## config.mk

```make
export PLATFORM = sky130hd
export DESIGN_NAME = life_grid_generation_engine
export DESIGN_NICKNAME = d
export VERILOG_FILES = /design/src/rtl/lgge_pkg.sv /design/src/rtl/lgge_ctrl.sv /design/src/rtl/lgge_datapath.sv /design/src/rtl/life_grid_generation_engine.sv
export VERILOG_INCLUDE_DIRS = /design/src /design/src/rtl
export SDC_FILE = /design/constraint.sdc
export NUM_CORES = 2
export LEC_CHECK = 0
export BUFFER_PORTS_ARGS = -buffer_cell sky130_fd_sc_hd__buf_2
export CORE_MARGIN = 1.5
export CORE_UTILIZATION = 56
export DETAILED_ROUTE_END_ITERATION = 10
export PLACE_DENSITY = 0.8
export REMOVE_ABC_BUFFERS = 1
export SLEW_MARGIN = 20
export SYNTH_ARGS = -nofsm -noshare
export SYNTH_HDL_FRONTEND = slang
export SYNTH_HIERARCHICAL = 1
export SYNTH_SLANG_ARGS = --single-unit
export TNS_END_PERCENT = 1
```

## constraint.sdc

```tcl
create_clock -name i_clk -period 9.37 [get_ports i_clk]
set_input_delay 1.4055 -clock i_clk [delete_from_list [all_inputs] [get_ports i_clk]]
set_output_delay 1.4055 -clock i_clk [all_outputs]
set_load 0.02 [all_outputs]
```

## src/rtl/life_grid_generation_engine_assert.svh

```systemverilog
// assertion macros for the life grid engine
`ifndef LIFE_GRID_GENERATION_ENGINE_ASSERT_SVH
`define LIFE_GRID_GENERATION_ENGINE_ASSERT_SVH

`ifndef SYNTH
// same-cycle implication
`define LGGE_ASSERT_NOW(label, clk, rst_n, ante, cons) \
    label: assert property (@(posedge clk) disable iff (!(rst_n)) (ante) |-> (cons)) \
        else $error("lgge assertion failed");
// next-cycle implication
`define LGGE_ASSERT_NEXT(label, clk, rst_n, ante, cons) \
    label: assert property (@(posedge clk) disable iff (!(rst_n)) (ante) |=> (cons)) \
        else $error("lgge assertion failed");
`else
`define LGGE_ASSERT_NOW(label, clk, rst_n, ante, cons)
`define LGGE_ASSERT_NEXT(label, clk, rst_n, ante, cons)
`endif

`endif

```

## src/rtl/lgge_pkg.sv

```systemverilog
`timescale 1ns / 1ps
package lgge_pkg;

    // operation codes
    localparam logic [1:0] OP_WRITE  = 2'd0;
    localparam logic [1:0] OP_STRIKE = 2'd1;
    localparam logic [1:0] OP_STEP   = 2'd2;

    // fixed field widths
    localparam int ROW_FIELD_W  = 24;
    localparam int LIVE_FIELD_W = 10;
    localparam int IDX_FIELD_W  = 5;

    localparam logic [LIVE_FIELD_W-1:0] LIMIT_RESET = 10'd15;

    typedef struct packed {
        logic [1:0] op;
        logic [4:0] row;
        logic [4:0] col;
        logic       cell_value;
    } t_item;

    typedef struct packed {
        logic [4:0]  row_index;
        logic [23:0] next_row_bits;
        logic [23:0] birth_mask;
        logic [23:0] death_mask;
        logic [23:0] survive_mask;
        logic        hit;
        logic [9:0]  live_total;
        logic        low_population;
        logic        last;
    } t_result;

    // controller to datapath commands
    typedef struct packed {
        logic wr;
        logic strike;
        logic step;
        logic step_first;
        logic step_last;
    } t_cmd;

    typedef enum logic {
        ST_IDLE,
        ST_STEP
    } t_state;

endpackage

```

## src/rtl/lgge_ctrl.sv

```systemverilog
`timescale 1ns / 1ps
module lgge_ctrl #(
    parameter int GRID_ROWS = 24
) (
    input  logic                         i_clk,
    input  logic                         i_rst_n,
    input  logic                         start,
    input  logic [1:0]                   i_op,
    output logic                         busy,
    output lgge_pkg::t_cmd               o_cmd,
    output logic [$clog2(GRID_ROWS)-1:0] o_row_cnt
);

    localparam int RIDX_W = $clog2(GRID_ROWS);
    localparam logic [RIDX_W-1:0] ROW_LAST = RIDX_W'(GRID_ROWS - 1);

    lgge_pkg::t_state r_state, n_state;
    logic [RIDX_W-1:0] r_row, n_row;

    // state and row counter
    always_ff @(posedge i_clk) begin
        if (!i_rst_n) begin
            r_state <= lgge_pkg::ST_IDLE;
            r_row   <= '0;
        end else begin
            r_state <= n_state;
            r_row   <= n_row;
        end
    end

    // next state and commands
    always_comb begin
        n_state = r_state;
        n_row   = r_row;
        o_cmd   = '0;
        busy    = 1'b0;
        unique case (r_state)
            lgge_pkg::ST_IDLE: begin
                if (start) begin
                    priority if (i_op == lgge_pkg::OP_WRITE) begin
                        o_cmd.wr = 1'b1;
                    end else if (i_op == lgge_pkg::OP_STRIKE) begin
                        o_cmd.strike = 1'b1;
                    end else if (i_op == lgge_pkg::OP_STEP) begin
                        // row 0 is worked in the accept cycle
                        o_cmd.step       = 1'b1;
                        o_cmd.step_first = 1'b1;
                        n_row            = RIDX_W'(1);
                        n_state          = lgge_pkg::ST_STEP;
                    end else begin
                        o_cmd = '0;
                    end
                end
            end
            lgge_pkg::ST_STEP: begin
                busy      = 1'b1;
                o_cmd.step = 1'b1;
                if (r_row == ROW_LAST) begin
                    o_cmd.step_last = 1'b1;
                    n_row           = '0;
                    n_state         = lgge_pkg::ST_IDLE;
                end else begin
                    n_row = r_row + RIDX_W'(1);
                end
            end
            default: begin
                n_state = lgge_pkg::ST_IDLE;
                n_row   = '0;
            end
        endcase
    end

    assign o_row_cnt = r_row;

endmodule

```

## src/rtl/lgge_datapath.sv

```systemverilog
`timescale 1ns / 1ps
module lgge_datapath #(
    parameter int GRID_ROWS = 24,
    parameter int GRID_COLS = 24
) (
    input  logic                         i_clk,
    input  logic                         i_rst_n,
    input  lgge_pkg::t_item              i_item,
    input  lgge_pkg::t_cmd               i_cmd,
    input  logic [$clog2(GRID_ROWS)-1:0] i_row_cnt,
    input  logic                         i_cfg_we,
    input  logic [9:0]                   i_cfg_wdata,
    output logic                         o_result_strobe,
    output lgge_pkg::t_result            o_result
);

    localparam int RIDX_W = $clog2(GRID_ROWS);
    localparam int RXW    = (RIDX_W > lgge_pkg::IDX_FIELD_W) ? RIDX_W : lgge_pkg::IDX_FIELD_W;
    localparam int MAXW   = (GRID_COLS > lgge_pkg::ROW_FIELD_W) ? GRID_COLS
                                                                : lgge_pkg::ROW_FIELD_W;
    localparam int LW     = $clog2(GRID_ROWS * GRID_COLS + 1);
    localparam int CMPW   = (LW > lgge_pkg::LIVE_FIELD_W) ? LW : lgge_pkg::LIVE_FIELD_W;
    localparam int LXW    = (LW > lgge_pkg::LIVE_FIELD_W) ? LW : lgge_pkg::LIVE_FIELD_W;
    localparam int PCW    = $clog2(GRID_COLS + 1);

    logic [GRID_COLS-1:0] r_grid [GRID_ROWS];
    logic [GRID_COLS-1:0] r_prev;
    logic [LW-1:0]        r_live;
    logic [9:0]           r_limit;
    logic                 r_strobe;
    lgge_pkg::t_result    r_result;

    // write and strike addressing
    logic                 row_ok, col_ok;
    logic [RXW-1:0]       row_x;
    logic [RIDX_W-1:0]    row_idx;
    logic [GRID_COLS-1:0] sel_row, cell_mask, upd_row;
    logic                 hit;

    assign row_ok    = 32'(i_item.row) < 32'(GRID_ROWS);
    assign col_ok    = 32'(i_item.col) < 32'(GRID_COLS);
    assign row_x     = RXW'(i_item.row);
    assign row_idx   = row_x[RIDX_W-1:0];
    assign sel_row   = row_ok ? r_grid[row_idx] : '0;
    assign cell_mask = (row_ok && col_ok) ? (GRID_COLS'(1) << i_item.col) : '0;
    assign hit       = i_cmd.strike && ((sel_row & cell_mask) != '0);

    always_comb begin
        upd_row = sel_row;
        if (i_cmd.wr) begin
            upd_row = i_item.cell_value ? (sel_row | cell_mask) : (sel_row & ~cell_mask);
        end else if (i_cmd.strike) begin
            upd_row = sel_row & ~cell_mask;
        end
    end

    // neighbor rows: grid head is the row being worked, rotated in as it finishes
    logic [GRID_COLS-1:0] up_row, cur_row, dn_row, new_row;
    assign up_row  = i_cmd.step_first ? '0 : r_prev;
    assign cur_row = r_grid[0];
    assign dn_row  = i_cmd.step_last ? '0 : r_grid[1];

    // B3/S23 rule per column, edges dead
    always_comb begin
        logic [GRID_COLS-1:0] ul, ur, cl, cr, dl, dr;
        logic [3:0]           n;
        ul = up_row << 1;
        ur = up_row >> 1;
        cl = cur_row << 1;
        cr = cur_row >> 1;
        dl = dn_row << 1;
        dr = dn_row >> 1;
        new_row = '0;
        for (int c = 0; c < GRID_COLS; c++) begin
            n = 4'(ul[c]) + 4'(up_row[c]) + 4'(ur[c]) + 4'(cl[c]) + 4'(cr[c])
              + 4'(dl[c]) + 4'(dn_row[c]) + 4'(dr[c]);
            new_row[c] = (n == 4'd3) || ((n == 4'd2) && cur_row[c]);
        end
    end

    // live count running over the step
    logic [PCW-1:0] row_pop;
    logic [LW-1:0]  live_sum;
    logic           low_pop;
    assign row_pop  = PCW'($countones(new_row));
    assign live_sum = (i_cmd.step_first ? LW'(0) : r_live) + LW'(row_pop);
    assign low_pop  = CMPW'(live_sum) < CMPW'(r_limit);

    // result formatting
    logic [MAXW-1:0] f_next, f_birth, f_death, f_surv, f_upd;
    logic [RXW-1:0]  f_cnt;
    logic [LXW-1:0]  f_live;
    assign f_next  = MAXW'(new_row);
    assign f_birth = MAXW'(new_row & ~cur_row);
    assign f_death = MAXW'(cur_row & ~new_row);
    assign f_surv  = MAXW'(cur_row & new_row);
    assign f_upd   = MAXW'(row_ok ? upd_row : '0);
    assign f_cnt   = RXW'(i_row_cnt);
    assign f_live  = LXW'(live_sum);

    lgge_pkg::t_result n_result;
    always_comb begin
        n_result = '0;
        if (i_cmd.step) begin
            n_result.row_index     = f_cnt[lgge_pkg::IDX_FIELD_W-1:0];
            n_result.next_row_bits = f_next[lgge_pkg::ROW_FIELD_W-1:0];
            n_result.birth_mask    = f_birth[lgge_pkg::ROW_FIELD_W-1:0];
            n_result.death_mask    = f_death[lgge_pkg::ROW_FIELD_W-1:0];
            n_result.survive_mask  = f_surv[lgge_pkg::ROW_FIELD_W-1:0];
            if (i_cmd.step_last) begin
                n_result.live_total     = f_live[lgge_pkg::LIVE_FIELD_W-1:0];
                n_result.low_population = low_pop;
                n_result.last           = 1'b1;
            end
        end else begin
            n_result.row_index     = i_item.row;
            n_result.next_row_bits = f_upd[lgge_pkg::ROW_FIELD_W-1:0];
            n_result.hit           = hit;
            n_result.last          = 1'b1;
        end
    end

    // grid, config and result strobe
    always_ff @(posedge i_clk) begin
        if (!i_rst_n) begin
            for (int r = 0; r < GRID_ROWS; r++) begin
                r_grid[r] <= '0;
            end
            r_limit  <= lgge_pkg::LIMIT_RESET;
            r_strobe <= 1'b0;
        end else begin
            if (i_cfg_we) begin
                r_limit <= i_cfg_wdata;
            end
            if (i_cmd.step) begin
                for (int r = 0; r < GRID_ROWS - 1; r++) begin
                    r_grid[r] <= r_grid[r+1];
                end
                r_grid[GRID_ROWS-1] <= new_row;
            end else if ((i_cmd.wr || i_cmd.strike) && row_ok) begin
                r_grid[row_idx] <= upd_row;
            end
            r_strobe <= i_cmd.wr || i_cmd.strike || i_cmd.step;
        end
    end

    // payload registers
    always_ff @(posedge i_clk) begin
        if (i_cmd.step) begin
            r_prev <= cur_row;
            r_live <= live_sum;
        end
        r_result <= n_result;
    end

    assign o_result_strobe = r_strobe;
    assign o_result        = r_result;

endmodule

```

## src/rtl/life_grid_generation_engine.sv

```systemverilog
`timescale 1ns / 1ps
// Bounded B3/S23 Life grid with cell write, strike and generation step. A write or
// strike is taken when start is high and busy low, and its single result beat shows on
// o_result in the next cycle; the next item may follow at once. A step works one row per
// cycle through one row-rule unit, with busy high while the rows after row 0 are
// worked, and gives GRID_ROWS (24 by default) beats, one per cycle, each in the cycle
// after its row is worked. Beats last exactly one cycle under o_result_strobe and
// cannot be held off: the receiver must take every beat as it comes. The live count
// and low-population flag ride on a step's final beat, the one marked last.
module life_grid_generation_engine #(
    parameter int GRID_ROWS = 24,
    parameter int GRID_COLS = 24
) (
    input  logic                 i_clk,
    input  logic                 i_rst_n,
    input  logic                 start,
    output logic                 busy,
    input  lgge_pkg::t_item      i_item,
    input  logic                 i_cfg_we,
    input  logic [9:0]           i_cfg_wdata,
    output logic                 o_result_strobe,
    output lgge_pkg::t_result    o_result
);

    `include "life_grid_generation_engine_assert.svh"

    lgge_pkg::t_cmd                 w_cmd;
    logic [$clog2(GRID_ROWS)-1:0]   w_row_cnt;

    // sequencer
    lgge_ctrl #(
        .GRID_ROWS (GRID_ROWS)
    ) u_ctrl (
        .i_clk     (i_clk),
        .i_rst_n   (i_rst_n),
        .start     (start),
        .i_op      (i_item.op),
        .busy      (busy),
        .o_cmd     (w_cmd),
        .o_row_cnt (w_row_cnt)
    );

    // grid storage and row rule
    lgge_datapath #(
        .GRID_ROWS (GRID_ROWS),
        .GRID_COLS (GRID_COLS)
    ) u_datapath (
        .i_clk           (i_clk),
        .i_rst_n         (i_rst_n),
        .i_item          (i_item),
        .i_cmd           (w_cmd),
        .i_row_cnt       (w_row_cnt),
        .i_cfg_we        (i_cfg_we),
        .i_cfg_wdata     (i_cfg_wdata),
        .o_result_strobe (o_result_strobe),
        .o_result        (o_result)
    );

    // check terms
    logic w_step_accept;
    logic w_last_beat;
    logic w_hit_beat;
    logic w_hit_clean;
    assign w_step_accept = start && !busy && (i_item.op == lgge_pkg::OP_STEP);
    assign w_last_beat   = o_result_strobe && o_result.last;
    assign w_hit_beat    = o_result_strobe && o_result.hit;
    assign w_hit_clean   = o_result.last && (o_result.live_total == '0);

    // checks
    `LGGE_ASSERT_NEXT(a_step_goes_busy, i_clk, i_rst_n, w_step_accept, busy)
    `LGGE_ASSERT_NEXT(a_step_last_beat, i_clk, i_rst_n, w_cmd.step_last, w_last_beat)
    `LGGE_ASSERT_NEXT(a_write_one_beat, i_clk, i_rst_n, w_cmd.wr || w_cmd.strike, w_last_beat && !busy)
    `LGGE_ASSERT_NOW(a_hit_is_single, i_clk, i_rst_n, w_hit_beat, w_hit_clean)

endmodule

```

* Yosys cells after proc, flatten, opt, wreduce, memory -nomap -nowiden
Memories as Yosys holds them, arrays and structs flattened.
Index checks and enable logic that the tools add are counted.
** Storage, ports and cells
- Register bits :: 165
- Bits in latches :: 0
- Bits in writable memories :: 576
- Bits in read-only memories :: 0
- Output and inout bits :: 116
- Word-level logic and storage cells :: 423
- Memories kept :: 1
** Operators by class
- $add $sub $neg :: 186
- $mul :: 0
- Div/mod/pow operators :: 0
- $lt $le $gt $ge :: 3
- Eq/ne operators :: 55
- Shift-type cells :: 1
- Mux-type cells :: 70
- Bitwise logic cells :: 34
- Reduce and logical (&&, ||, !) cells :: 58
** Memory list
- u_datapath.r_grid :: words 24, width 24, rd ports 25, clocked after Yosys merged registers in 0, wr ports 24, line lgge_datapath.sv:26 : logic [GRID_COLS-1:0] r_grid [GRID_ROWS];
** Operators with widths (number)
- 24-bit two-way mux :: 33
- 4-bit by 1-bit adder with 4-bit output :: 137
- 4-bit by 2-bit == test with 1-bit output, second input constant :: 48
- 24-bit AND :: 5
- 24-bit inverter :: 3
- 1-bit by 1-bit adder with 2-bit output :: 35
- 5-bit adder :: 11
- 5-bit two-way mux :: 7
- 29-bit two-way mux :: 1
- 1-bit logical AND :: 27
- 1-bit logical OR :: 26
- 1-bit OR :: 24
- 24-bit OR :: 1
- 24-bit nonzero test :: 1
- 24-bit OR reduction :: 1
- 1-bit by 5-bit << shifter with 24-bit output, first input constant :: 1
- 1-bit two-way mux :: 20
- 10-bit by 5-bit adder with 10-bit output :: 1
- 10-bit < comparator :: 1
- 5-bit < comparator, second input constant :: 2
- 10-bit two-way mux :: 1
- 5-bit one-hot mux with 2 select lines :: 1
- 2-bit != test, second input constant :: 4
- 1-bit one-hot mux with 2 select lines :: 3
- other kinds (12) :: 13

* Longest topological paths before layout
- Depth in word-level cells :: 24
- Depth in mapped cells :: 42

* By module
Netlist, hierarchy kept.
** Modules (own cells, without submodules)
- lgge_datapath :: times used 1, cells each 3489, area an instance 38510.7 um2, sequential area each 20820.0 um2
- lgge_ctrl :: times used 1, cells each 38, area an instance 360.3 um2, sequential area each 120.1 um2

* Least setup slack after synthesis
Ideal clock, no wire load.
- Path type :: input -> register
- Start point :: input port i_item[11] (netlist bit)
- End point :: register u_datapath.r_result, in the netlist u_datapath/o_result[1]
- Arrival :: 9.984 ns
- Required time :: 9.296 ns
- Setup slack :: -0.688 ns
- Stages on the path :: 39
- Buffers on the path :: 2
- Cells stage by stage :: nand4bb_1 -> inv_1 -> clkbuf_1 -> clkbuf_1 -> nor2b_1 -> fa_1 -> inv_1 -> fa_1 -> fa_1 -> inv_1 -> ha_1 -> fa_1 -> o21ai_0 -> nand2_1 -> or2_2 -> inv_1 -> fa_1 -> inv_1 -> [3 not listed] -> fa_1 -> inv_1 -> fa_1 -> inv_1 -> fa_1 -> inv_1 -> fa_1 -> nor2b_1 -> o21ai_0 -> nand2b_1 -> a21o_1 -> a21o_1 -> and3_1 -> xnor2_1 -> nor2_1 -> ha_1 -> a211o_1 -> a31oi_1
** RTL lines
- start, declared :: line life_grid_generation_engine.sv:18 : input lgge_pkg::t_item i_item,
- end signal, assigned :: line lgge_datapath.sv:153 : r_result <= n_result;
- end, declared :: line lgge_datapath.sv:31 : lgge_pkg::t_result r_result;

==> results.json <==
{
  "first_iter_violations": 4955,
  "p_per_area_nw_per_um2": 313,
  "start_util": 0.566,
  "ctsLongestPathBuffers": 3,
  "grt_usage": 0.326,
  "synth_area_leader_cell": "edfxtp_1",
  "clk_pin_slew_ps": 60,
  "hpwl_um": 75600,
  "synth_edf_count": 610,
  "drv_slew": 0,
  "slew_headroom": 0.179,
  "grt_max_degree": 182,
  "yosysTopAreaCellShare": 0.471,
  "setup_tns_ps": 0,
  "crit_path_top_delay_cell": "fa_1",
  "fin_ws_ps": 252,
  "clock_skew_ps": 23.4,
  "startpoint_type": "primary input",
  "hold_viol_final": 0,
  "place_ws_ps": -955,
  "synth.top_cells.by_area": "edfxtp_1 (47%), o21ai_0 (7.7%), dfxtp_1 (6.7%), fa_1 (5.6%), nand2_1 (5.4%)",
  "cts-buffers-inserted": 75,
  "setup_viol": 0,
  "avgSynthCellArea_sq_um": 11.0,
  "worstPathRequired_ps": 9920,
  "fill_cells": 5061,
  "whs_ps": 512,
  "grt_pass1_wl_um": 175000,
  "htreeDepth": 3,
  "layout_commonest_cell": "edfxtp_1",
  "drv_cap": 0,
  "core-area_sq_um": 68700,
  "critical_path.endpoint_type": "flip-flop",
  "die_h_um": 266,
  "status": "complete, no violations",
  "crit_fanout": 6,
  "max-vdd-ir-drop_mv": 1.20,
  "cts_hold_buf": 0,
  "finalCritPeriodShare": 0.973,
  "ys_seq_elements": 741,
  "drt_wl_total_um": 117000,
  "drive_gt1_frac": 0.171,
  "grt_pass1_vias": 28838,
  "grt_antenna_before_repair": 9,
  "synthArstFlopShare": 0,
  "post-route-min-period_ps": 9120,
  "max_freq_mhz": 110,
  "die_width_um": 266,
  "synthFlopType": "edfxtp_1",
  "yosysWarnings": 6,
  "clock-sinks": 741,
  "worstMarginPinSlew_ps": 1230,
  "worstPathArrival_ps": 9660,
  "vias_per_cell": 6.48,
  "grt_overflow_total": 0,
  "wl_per_cell_um": 25.1,
  "critPathKind": "in2reg",
  "layout_common_cells": "edfxtp_1 (610), o21ai_0 (580), nand2_1 (545), mux2i_1 (204), buf_4 (193)",
  "syn-cell-area_sq_um": 38900,
  "syn_inst": 3527,
  "dr.pass1.iters": 8,
  "crit_top_cell": "fa_1",
  "root_buffer": "clkbuf_16",
  "nNetsFinal": 3906,
  "clk_latency_ps": 630,
  "ys_seq_area_frac": 0.539,
  "fin_total_pwr_mw": 13.8,
  "area_delta_synth_final_pct": 13.5,
  "slowest_delay_ps": 580,
  "dr_total_vias": 30287,
  "num_io_pins": 143,
  "dp_cells": 4517,
  "core.rowCount": 96,
  "die-area_sq_um": 71000,
  "worstHoldPathType": "reg2reg",
  "io_buffers": 142,
  "gp_congestion": 0.965,
  "final_antenna_net_count": 0,
  "leakage_nw": 17.4,
  "synth_cell_types": 69,
  "drc": 0,
  "cts_tree": "yes",
  "final_cells": 4673
}
## synthesized netlist by cell type, types with 10 or more instances
cell and n:
a21oi_1 52, inv_1 166, buf_2 41, nor3_1 50
mux2i_1 204, clkbuf_1 189, buf_4 11, nor2b_1 34
nand2b_1 42, edfxtp_1 610, buf_6 14, ha_1 92
and3_1 31, fa_1 109, o22ai_1 80, and2_1 17
mux4_2 53, nand2_1 558, dfxtp_1 131, o21ai_1 25
nand3_1 164, nor2_1 74, o21ai_0 600, a22oi_1 34
nor4_1 10
## metrics by stage
stage                      util  cell area (sq um)
after global routing      0.642              44100
after floorplan               -              37600
after CTS                 0.636              43700
after global placement    0.597              41000
final                     0.642              44100
after detailed placement  0.597              41000
## cell type report
class | instances | area, sq um | area share
Antenna cell | 5 | 12.5 | 0.000284
Timing Repair Buffer | 345 | 2360 | 0.0535
Clock inverter | 24 | 298 | 0.00675
Sequential cell | 741 | 20900 | 0.475
Inverter | 166 | 633 | 0.0144
Multi-Input combinational cell | 2349 | 16400 | 0.371
Clock buffer | 112 | 2310 | 0.0525
Tap cell | 931 | 1160 | 0.0264
## logic make-up (layout without fill, tap and decap cells)
logic type	count (synthesis)	in the layout	synth area share
fa+ha+maj	201	201	0.0857
simple gates	1021	1021	0.120
flops	741	741	0.539
compound gates	855	855	0.121
other cells	0	5	0
xor+xnor	11	11	0.00248
mux	261	261	0.0848
buf+inv	437	647	0.0478
## worst max-delay path, delay by kind of cell
kind	cells	cell delay [ps]
buf+inv	7	690
mux	1	170
xor+xnor	1	170
simple gates	7	1030
fa+ha+maj	12	5110
compound gates	6	1080
## per-layer routing
layer / up-vias / global-route usage / wire length, um
li1: 12996 / - / -
met1: 14512 / 0.428 / 41500
met2: 2328 / 0.501 / 53300
met3: 441 / 0.0858 / 15900
met4: 10 / 0.164 / 6620
met5: - / 0 / 49
## flip-flops by register name, indices dropped and copies added, names as in the netlist
signal                      cells
u_datapath/r_grid             576
u_ctrl/o_row_cnt                5
u_datapath/r_limit             10
u_datapath/o_result           114
u_datapath/o_result_strobe      1
u_datapath/r_prev              24
u_ctrl/r_state                  1
u_datapath/r_live              10
## where the power goes
group	internal [mW]	leakage, nW	switching, mW	total [mW]
sequential	4.06	7.50	0.189	4.25
combinational	3.21	8.61	3.19	6.40
clock	1.90	1.29	1.27	3.17
total	9.18	17.4	4.65	13.8
## timing repair
item / in CTS / in global routing
pin swaps: 1 / 41
setup buffers: 1 / 12
gates resized for setup: 10 / 105
endpoints found under the setup margin: 2 / 4
gates cloned: 0 / 2
## worst paths after layout
| path | startpoint | endpoint | slack (ps) | cells past startpoint |
|---|---|---|---|---|
| worst max-delay path | i_item[11] | u_datapath/o_result[1] | 250 | 34 |
| worst min-delay path | u_datapath/r_limit[0] | u_datapath/r_limit[0] | 510 | 2 |
| worst max register to register | u_ctrl/o_row_cnt[1] | u_datapath/o_result[1] | 320 | 36 |
| worst min register to register | u_datapath/r_limit[0] | u_datapath/r_limit[0] | 510 | 2 |
(Power assumes the default switching activity.)
